## config.mk

```make
export PLATFORM = sky130hd
export DESIGN_NAME = trial_division_factorizer
export DESIGN_NICKNAME = d
export VERILOG_FILES = /design/src/hdl/tdf_pkg.sv /design/src/hdl/trial_division_factorizer.sv /design/src/hdl/tdf_div.sv
export SDC_FILE = /design/constraint.sdc
export NUM_CORES = 1
export LEC_CHECK = 0
export ABC_AREA = 1
export BUFFER_PORTS_ARGS = -buffer_cell sky130_fd_sc_hd__buf_2
export CAP_MARGIN = 40
export CELL_PAD_IN_SITES_DETAIL_PLACEMENT = 1
export CELL_PAD_IN_SITES_GLOBAL_PLACEMENT = 1
export CORE_MARGIN = 2
export CORE_UTILIZATION = 32
export DETAILED_ROUTE_END_ITERATION = 12
export PLACE_DENSITY_LB_ADDON = 0.1
export SYNTH_ARGS = -nofsm -noshare
export SYNTH_HDL_FRONTEND = slang
export SYNTH_SLANG_ARGS = --single-unit
```

## constraint.sdc

```tcl
create_clock -name aclk -period 2.7 [get_ports aclk]
set_input_delay 0.405 -clock aclk [delete_from_list [all_inputs] [get_ports aclk]]
set_output_delay 0.405 -clock aclk [all_outputs]
set_load 0.01 [all_outputs]
```

## src/hdl/tdf_pkg.sv

```systemverilog
// Shared constants and types for the trial division factorizer.
// No dependencies; imported by tdf_div and trial_division_factorizer.
package tdf_pkg;

    // Default width of the value to factor.
    localparam int VALUE_WIDTH_DEF = 16;

    // Fixed widths of the result fields.
    localparam int PRIME_W = 16;
    localparam int MULT_W  = 5;
    localparam int IDX_W   = 4;

    // First trial divisor.
    localparam int FIRST_DIVISOR = 2;

    // Status of the serial divider as seen by the sequencer.
    typedef struct packed {
        logic done;      // one-cycle pulse: quotient and remainder are ready
        logic rem_zero;  // remainder of the finished division is zero
    } div_status_t;

endpackage

```

## src/hdl/trial_division_factorizer.sv

```systemverilog
// Top level of the trial division factorizer: sequencer, output register.
// Depends on tdf_pkg and tdf_div.
//
//  channel | ports                                        | role
//  --------+----------------------------------------------+-------------------------
//  input   | s_valid s_ready s_value                       | one value per beat
//  result  | m_valid m_ready m_prime_factor m_multiplicity | one prime factor per beat
//          | m_factor_index m_last m_none_flag             |
//
// Each trial division runs in the serial divider, and the sequencer then acts on
// its result. One value is worked at a time; s_ready is high only while the
// sequencer is idle. A stalled result beat holds the sequencer until m_ready,
// and the last beat may wait in the output register while the next value is
// accepted. Reset is synchronous, active low.
module trial_division_factorizer
    import tdf_pkg::*;
#(
    parameter int VALUE_WIDTH = VALUE_WIDTH_DEF
) (
    input  logic                   aclk,
    input  logic                   aresetn,
    input  logic                   s_valid,
    output logic                   s_ready,
    input  logic [VALUE_WIDTH-1:0] s_value,
    output logic                   m_valid,
    input  logic                   m_ready,
    output logic [PRIME_W-1:0]     m_prime_factor,
    output logic [MULT_W-1:0]      m_multiplicity,
    output logic [IDX_W-1:0]       m_factor_index,
    output logic                   m_last,
    output logic                   m_none_flag
);

    localparam logic [1:0] ST_IDLE = 2'd0;
    localparam logic [1:0] ST_DIV  = 2'd1;
    localparam logic [1:0] ST_EMIT = 2'd2;

    logic [1:0]             state_reg, state_next;
    logic [VALUE_WIDTH-1:0] n_reg, n_next;
    logic [VALUE_WIDTH-1:0] d_reg, d_next;
    logic [MULT_W-1:0]      m_reg, m_next;
    logic [IDX_W-1:0]       idx_reg, idx_next;
    logic [PRIME_W-1:0]     pend_prime_reg, pend_prime_next;
    logic [MULT_W-1:0]      pend_mult_reg, pend_mult_next;
    logic                   pend_last_reg, pend_last_next;
    logic                   pend_none_reg, pend_none_next;

    logic                   out_valid_reg;
    logic [PRIME_W-1:0]     out_prime_reg;
    logic [MULT_W-1:0]      out_mult_reg;
    logic [IDX_W-1:0]       out_idx_reg;
    logic                   out_last_reg;
    logic                   out_none_reg;

    logic                   out_free;
    logic                   out_load;
    logic                   div_start;
    logic [VALUE_WIDTH-1:0] div_quo;
    div_status_t            div_st;

    tdf_div #(
        .VALUE_WIDTH(VALUE_WIDTH)
    ) u_div (
        .aclk    (aclk),
        .aresetn (aresetn),
        .start   (div_start),
        .dividend(n_next),
        .divisor (d_next),
        .quotient(div_quo),
        .status  (div_st)
    );

    assign out_free = !out_valid_reg || m_ready;
    assign s_ready  = (state_reg == ST_IDLE);

    // Sequencer: divide, count multiplicity, step the divisor, emit factors
    always_comb begin
        state_next      = state_reg;
        n_next          = n_reg;
        d_next          = d_reg;
        m_next          = m_reg;
        idx_next        = idx_reg;
        pend_prime_next = pend_prime_reg;
        pend_mult_next  = pend_mult_reg;
        pend_last_next  = pend_last_reg;
        pend_none_next  = pend_none_reg;
        div_start       = 1'b0;
        out_load        = 1'b0;
        case (state_reg)
            ST_IDLE: begin
                if (s_valid) begin
                    n_next   = s_value;
                    d_next   = VALUE_WIDTH'(FIRST_DIVISOR);
                    m_next   = '0;
                    idx_next = '0;
                    if (s_value <= VALUE_WIDTH'(1)) begin
                        pend_prime_next = '0;
                        pend_mult_next  = '0;
                        pend_last_next  = 1'b1;
                        pend_none_next  = 1'b1;
                        state_next      = ST_EMIT;
                    end else begin
                        div_start  = 1'b1;
                        state_next = ST_DIV;
                    end
                end
            end
            ST_DIV: begin
                if (div_st.done) begin
                    pend_none_next = 1'b0;
                    if (div_st.rem_zero) begin
                        // Divisor divides: take the quotient, count one more
                        n_next = div_quo;
                        m_next = m_reg + MULT_W'(1);
                        if (div_quo == VALUE_WIDTH'(1)) begin
                            pend_prime_next = PRIME_W'(d_reg);
                            pend_mult_next  = m_reg + MULT_W'(1);
                            pend_last_next  = 1'b1;
                            state_next      = ST_EMIT;
                        end else begin
                            div_start = 1'b1;
                        end
                    end else if (m_reg != '0) begin
                        // Divisor exhausted: report it, then retest what remains
                        pend_prime_next = PRIME_W'(d_reg);
                        pend_mult_next  = m_reg;
                        pend_last_next  = 1'b0;
                        state_next      = ST_EMIT;
                    end else if (div_quo < d_reg) begin
                        // Divisor squared exceeds the remainder: it is prime
                        pend_prime_next = PRIME_W'(n_reg);
                        pend_mult_next  = MULT_W'(1);
                        pend_last_next  = 1'b1;
                        state_next      = ST_EMIT;
                    end else begin
                        d_next    = d_reg + VALUE_WIDTH'(1);
                        div_start = 1'b1;
                    end
                end
            end
            ST_EMIT: begin
                if (out_free) begin
                    out_load = 1'b1;
                    if (pend_last_reg) begin
                        state_next = ST_IDLE;
                    end else begin
                        idx_next   = idx_reg + IDX_W'(1);
                        m_next     = '0;
                        div_start  = 1'b1;
                        state_next = ST_DIV;
                    end
                end
            end
            default: begin
                state_next = ST_IDLE;
            end
        endcase
    end

    always_ff @(posedge aclk) begin
        if (!aresetn) begin
            state_reg <= ST_IDLE;
        end else begin
            state_reg <= state_next;
        end
        n_reg          <= n_next;
        d_reg          <= d_next;
        m_reg          <= m_next;
        idx_reg        <= idx_next;
        pend_prime_reg <= pend_prime_next;
        pend_mult_reg  <= pend_mult_next;
        pend_last_reg  <= pend_last_next;
        pend_none_reg  <= pend_none_next;
    end

    // Output register: load a pending factor, drop valid once the beat is taken
    always_ff @(posedge aclk) begin
        if (!aresetn) begin
            out_valid_reg <= 1'b0;
        end else if (out_load) begin
            out_valid_reg <= 1'b1;
        end else if (m_ready) begin
            out_valid_reg <= 1'b0;
        end
        if (out_load) begin
            out_prime_reg <= pend_prime_reg;
            out_mult_reg  <= pend_mult_reg;
            out_idx_reg   <= idx_reg;
            out_last_reg  <= pend_last_reg;
            out_none_reg  <= pend_none_reg;
        end
    end

    assign m_valid        = out_valid_reg;
    assign m_prime_factor = out_prime_reg;
    assign m_multiplicity = out_mult_reg;
    assign m_factor_index = out_idx_reg;
    assign m_last         = out_last_reg;
    assign m_none_flag    = out_none_reg;

    // A no-factor beat is the only and final beat of its value
    a_none_is_last: assert property (@(posedge aclk) disable iff (!aresetn)
        (m_valid && m_none_flag) |-> (m_last && m_factor_index == '0))
        else $error("none beat not final or not first");

    // A non-final beat means the sequencer still has work for this value
    a_more_work: assert property (@(posedge aclk) disable iff (!aresetn)
        (m_valid && !m_last) |-> (state_reg != ST_IDLE))
        else $error("non-final beat with sequencer idle");

    // Divider finishes only while the sequencer waits on it
    a_done_in_div: assert property (@(posedge aclk) disable iff (!aresetn)
        div_st.done |-> (state_reg == ST_DIV))
        else $error("divider finished outside the divide state");

    // Trial divisor never drops below the first divisor while dividing
    a_divisor_floor: assert property (@(posedge aclk) disable iff (!aresetn)
        (state_reg == ST_DIV) |-> (d_reg >= VALUE_WIDTH'(FIRST_DIVISOR)))
        else $error("trial divisor below first divisor");

endmodule

```

## src/hdl/tdf_div.sv

```systemverilog
// Radix-2 restoring divider: one quotient bit per cycle, VALUE_WIDTH steps.
// Depends on tdf_pkg for div_status_t.
module tdf_div
    import tdf_pkg::*;
#(
    parameter int VALUE_WIDTH = VALUE_WIDTH_DEF
) (
    input  logic                   aclk,
    input  logic                   aresetn,
    input  logic                   start,
    input  logic [VALUE_WIDTH-1:0] dividend,
    input  logic [VALUE_WIDTH-1:0] divisor,
    output logic [VALUE_WIDTH-1:0] quotient,
    output div_status_t            status
);

    localparam int CNT_W = (VALUE_WIDTH > 1) ? $clog2(VALUE_WIDTH) : 1;

    logic                   busy_reg, busy_next;
    logic                   done_reg, done_next;
    logic [CNT_W-1:0]       cnt_reg, cnt_next;
    logic [VALUE_WIDTH-1:0] quo_reg, quo_next;
    logic [VALUE_WIDTH-1:0] rem_reg, rem_next;
    logic [VALUE_WIDTH-1:0] dsr_reg, dsr_next;
    logic [VALUE_WIDTH:0]   trial;
    logic [VALUE_WIDTH:0]   diff;

    // Shift the next dividend bit into the partial remainder and try a subtract
    assign trial = {rem_reg, quo_reg[VALUE_WIDTH-1]};
    assign diff  = trial - {1'b0, dsr_reg};

    always_comb begin
        busy_next = busy_reg;
        done_next = 1'b0;
        cnt_next  = cnt_reg;
        quo_next  = quo_reg;
        rem_next  = rem_reg;
        dsr_next  = dsr_reg;
        if (start) begin
            busy_next = 1'b1;
            cnt_next  = '0;
            quo_next  = dividend;
            rem_next  = '0;
            dsr_next  = divisor;
        end else if (busy_reg) begin
            // Restore on borrow, keep the difference otherwise
            if (!diff[VALUE_WIDTH]) begin
                rem_next = diff[VALUE_WIDTH-1:0];
                quo_next = {quo_reg[VALUE_WIDTH-2:0], 1'b1};
            end else begin
                rem_next = trial[VALUE_WIDTH-1:0];
                quo_next = {quo_reg[VALUE_WIDTH-2:0], 1'b0};
            end
            cnt_next = cnt_reg + CNT_W'(1);
            if (cnt_reg == CNT_W'(VALUE_WIDTH - 1)) begin
                busy_next = 1'b0;
                done_next = 1'b1;
            end
        end
    end

    always_ff @(posedge aclk) begin
        if (!aresetn) begin
            busy_reg <= 1'b0;
            done_reg <= 1'b0;
            cnt_reg  <= '0;
        end else begin
            busy_reg <= busy_next;
            done_reg <= done_next;
            cnt_reg  <= cnt_next;
        end
        quo_reg <= quo_next;
        rem_reg <= rem_next;
        dsr_reg <= dsr_next;
    end

    assign quotient        = quo_reg;
    assign status.done     = done_reg;
    assign status.rem_zero = (rem_reg == '0);

    // The done flag is registered from the last step of a running division
    a_done_after_busy: assert property (@(posedge aclk) disable iff (!aresetn)
        done_reg |-> $past(busy_reg))
        else $error("divider done without a running division");

    // No restart while a division is running
    a_no_restart: assert property (@(posedge aclk) disable iff (!aresetn)
        busy_reg |-> !start)
        else $error("divider restarted while busy");

    // The final remainder is below the divisor when done is flagged
    a_rem_below: assert property (@(posedge aclk) disable iff (!aresetn)
        done_reg |-> (rem_reg < dsr_reg))
        else $error("divider remainder not below divisor");

endmodule

```

==> results.toml <==
[outcome]
status = "completed"

[timing]
post-route-period-util_pct = 90.2
achievable-frequency_ghz = 0.410
fin_hold_ws_ps = 218
fin_setup_tns_ps = 0
min_period_ps = 2440
finalMaxSlewViolations = 0
worst_slew_pin_slew_ps = 651
fin_skew_ps = 9.91
relSlewSlack_pct = 56.4
setup_viol = 0
hold_viol_final = 0
rsz0062_at_grt = "no"
finalWorstSetupSlack_ps = 263

[worst_setup_path]
cp-start-kind = "register"
worstSetupEndpointType = "register"
worstPathCellList = "inv_1, ha_1, nand4_1, inv_1, nand2_2, nor2_2, nand2_1, o21ai_0, a21oi_1"
critPathMaxFanout = 13
slowest_stage = "nor2_2"
critPathMostFrequentCell = "inv_1"
criticalPathCategory = "register to register"
slowest_delay_ps = 510
critPathArrivalTime_ps = 2600
required_ps = 2860

[floorplan]
io-pin-count = 49
fp.dieW_microns = 161
die_area_sq_um = 25900
start_util_pct = 32.5
row_count = 57
coreArea_sq_um = 24200
fp.dieH_microns = 161

[logic_synthesis]
synth_cells = 932
synth_area_sq_um = 7890
synthFlopType = "edfxtp_1"
yosysSeqAreaShare_pct = 49.1
synthArstFlopShare_pct = 0
synth-edff-count = 91
ys_ff_latch = 148
synth_nets = 989
synth_warnings = 0
syn_area_per_cell_sq_um = 8.46
yosysUniqueCellTypes = 44

[global_route]
overflow = 0
grtUsageTotal_pct = 18.2
met1_usage_pct = 26.4
busiest_layer = "met2"
grt_pass1_wl_microns = 36400
met3_usage_pct = 3.03
grt_pass1_vias = 6559
grt_max_degree = 44
antenna_found_initial = 0
grt_use_met2_pct = 28.4

[cells_and_area]
diodes = 0
register_area_sq_um = 3870
fin_nets = 1065
multi_input_comb_area_sq_um = 3360
n_fill_cell = 2942
area_growth_pct = 17.3
drive_above_1_share_pct = 16.7
finalInstanceArea_sq_um = 9250

[detailed_routing]
vias_per_cell = 4.77
wl_per_cell_microns = 16.9
dr.pass1.iters = 5
vias = 6414
drc = 0
ant_nets = 0
routed_wl_microns = 22700
drt_iter0_drc = 343

[power]
peakVddDrop_mv = 0.388
leakagePower_nw = 3.86
power.density_nw_per_um2 = 1100

[flow_run]
maxCapViolations = 0

[clock_tree]
clock_path_buffers = 2
cts_tree = "yes"
htree_levels = 4
clk_latency_ps = 430
post_cts_buffers = 0
cts_resized = 0
cts_buffers = 17
cts_root_buf = "clkbuf_16"
clkTransAtPathRegs_ps = 70
clock_sinks = 148
ctsHoldBuffers = 0

[place]
hpwl_microns = 17600
place_ws_ps = 141
place_area_sq_um = 8630
portBuffers = 48
finalWeightedCongestion = 0.755

[hold_path]
hold_class = "primary input to register"
## per-layer routing
layer  wire [microns]  share of wire (%)
met5                0                  0
met3              699                3.1
met2            10300                 45
met1            11500                 51
met4              235                1.0
## layout by cell type, fill, tap and decap left out, types with 3 or more instances in the layout
cell        synthesis  final
nand3_1            53     53
nand4_1            23     23
nand3b_1            4      4
clkbuf_16           0     17
buf_4               0     32
nand2_2             9      8
xnor2_1             8      8
edfxtp_1           91     91
o21ai_2             8      8
nor2_2              7      7
a22oi_1            12     12
inv_6               0      4
ha_1               36     36
o211ai_1            4      4
nor2_1             79     79
bufinv_16           0      3
nand2_1           206    206
o21ai_0            43     43
inv_2              23     23
a21oi_1            61     61
inv_1             108    108
clkinvlp_4          0      3
dfxtp_1            57     57
nor3_1             12     12
buf_2              10     48
and2_1              3      3
nor2_4              3      3
xor2_1              4      4
o21ai_1            33     33
## stage by stage
step / power, mW / utilization [%] / cells
floorplan: 6.42 / - / 932
global route: 10.9 / 38.1 / 1345
finish: 10.1 / 38.1 / 1345
CTS: 10.3 / 38.1 / 1345
detailed placement: 7.74 / 35.6 / 1313
global placement: 7.71 / 35.6 / 1313
## synthesized netlist by cell type (23+ instances only)
master	count	area, sq um
a21oi_1	61	305
edfxtp_1	91	2730
dfxtp_1	57	1140
o21ai_1	33	165
nand4_1	23	144
o21ai_0	43	215
nand2_1	206	773
inv_2	23	86.3
inv_1	108	405
nor2_1	79	297
ha_1	36	450
nand3_1	53	265
## power breakdown
group          switching, mW  internal [mW]  total, mW
registers              0.381           3.15       3.53
logic                   2.81           1.34       4.15
clock network          0.998           1.47       2.46
## layout make-up
cell class,count,area share (%)
clock buffers,18,4.64
clock inverters,14,1.91
well taps,324,4.38
multi-input cells,627,36.4
repair buffers,81,5.41
flip-flops and latches,148,41.9
inverters,133,5.42
## logic make-up after synthesis
kind of cell / Yosys count / share of synthesized area (%)
buffers and inverters: 157 / 8.42
xor gates and xnor gates: 12 / 1.33
DFF: 148 / 49.1
adders and majority gates: 37 / 5.96
AOI/OAI and AO/OA: 169 / 11.9
and+or+nand+nor: 408 / 23.2
muxes: 1 / 0.127
## final timing paths
path,start,to,slack [ps],depth (start not counted)
worst max register to register,m_reg[0],u_div.dsr_reg[1],260,9
worst min-delay path,aresetn,u_div.busy_reg,220,3
worst min register to register,pend_mult_reg[0],m_multiplicity[0],410,0
worst max-delay path,m_reg[0],u_div.dsr_reg[1],260,9
## worst max-delay path, delay by kind of cell, from the launching register on
kind / cells / cell delay [ps]
AO/OA/AOI/OAI: 2 / 290
adder cells (fa/ha/maj): 1 / 170
buffers and inverters: 2 / 270
flip-flops: 1 / 410
AND/OR/NAND/NOR: 4 / 1020
(Power assumes the default switching activity.)
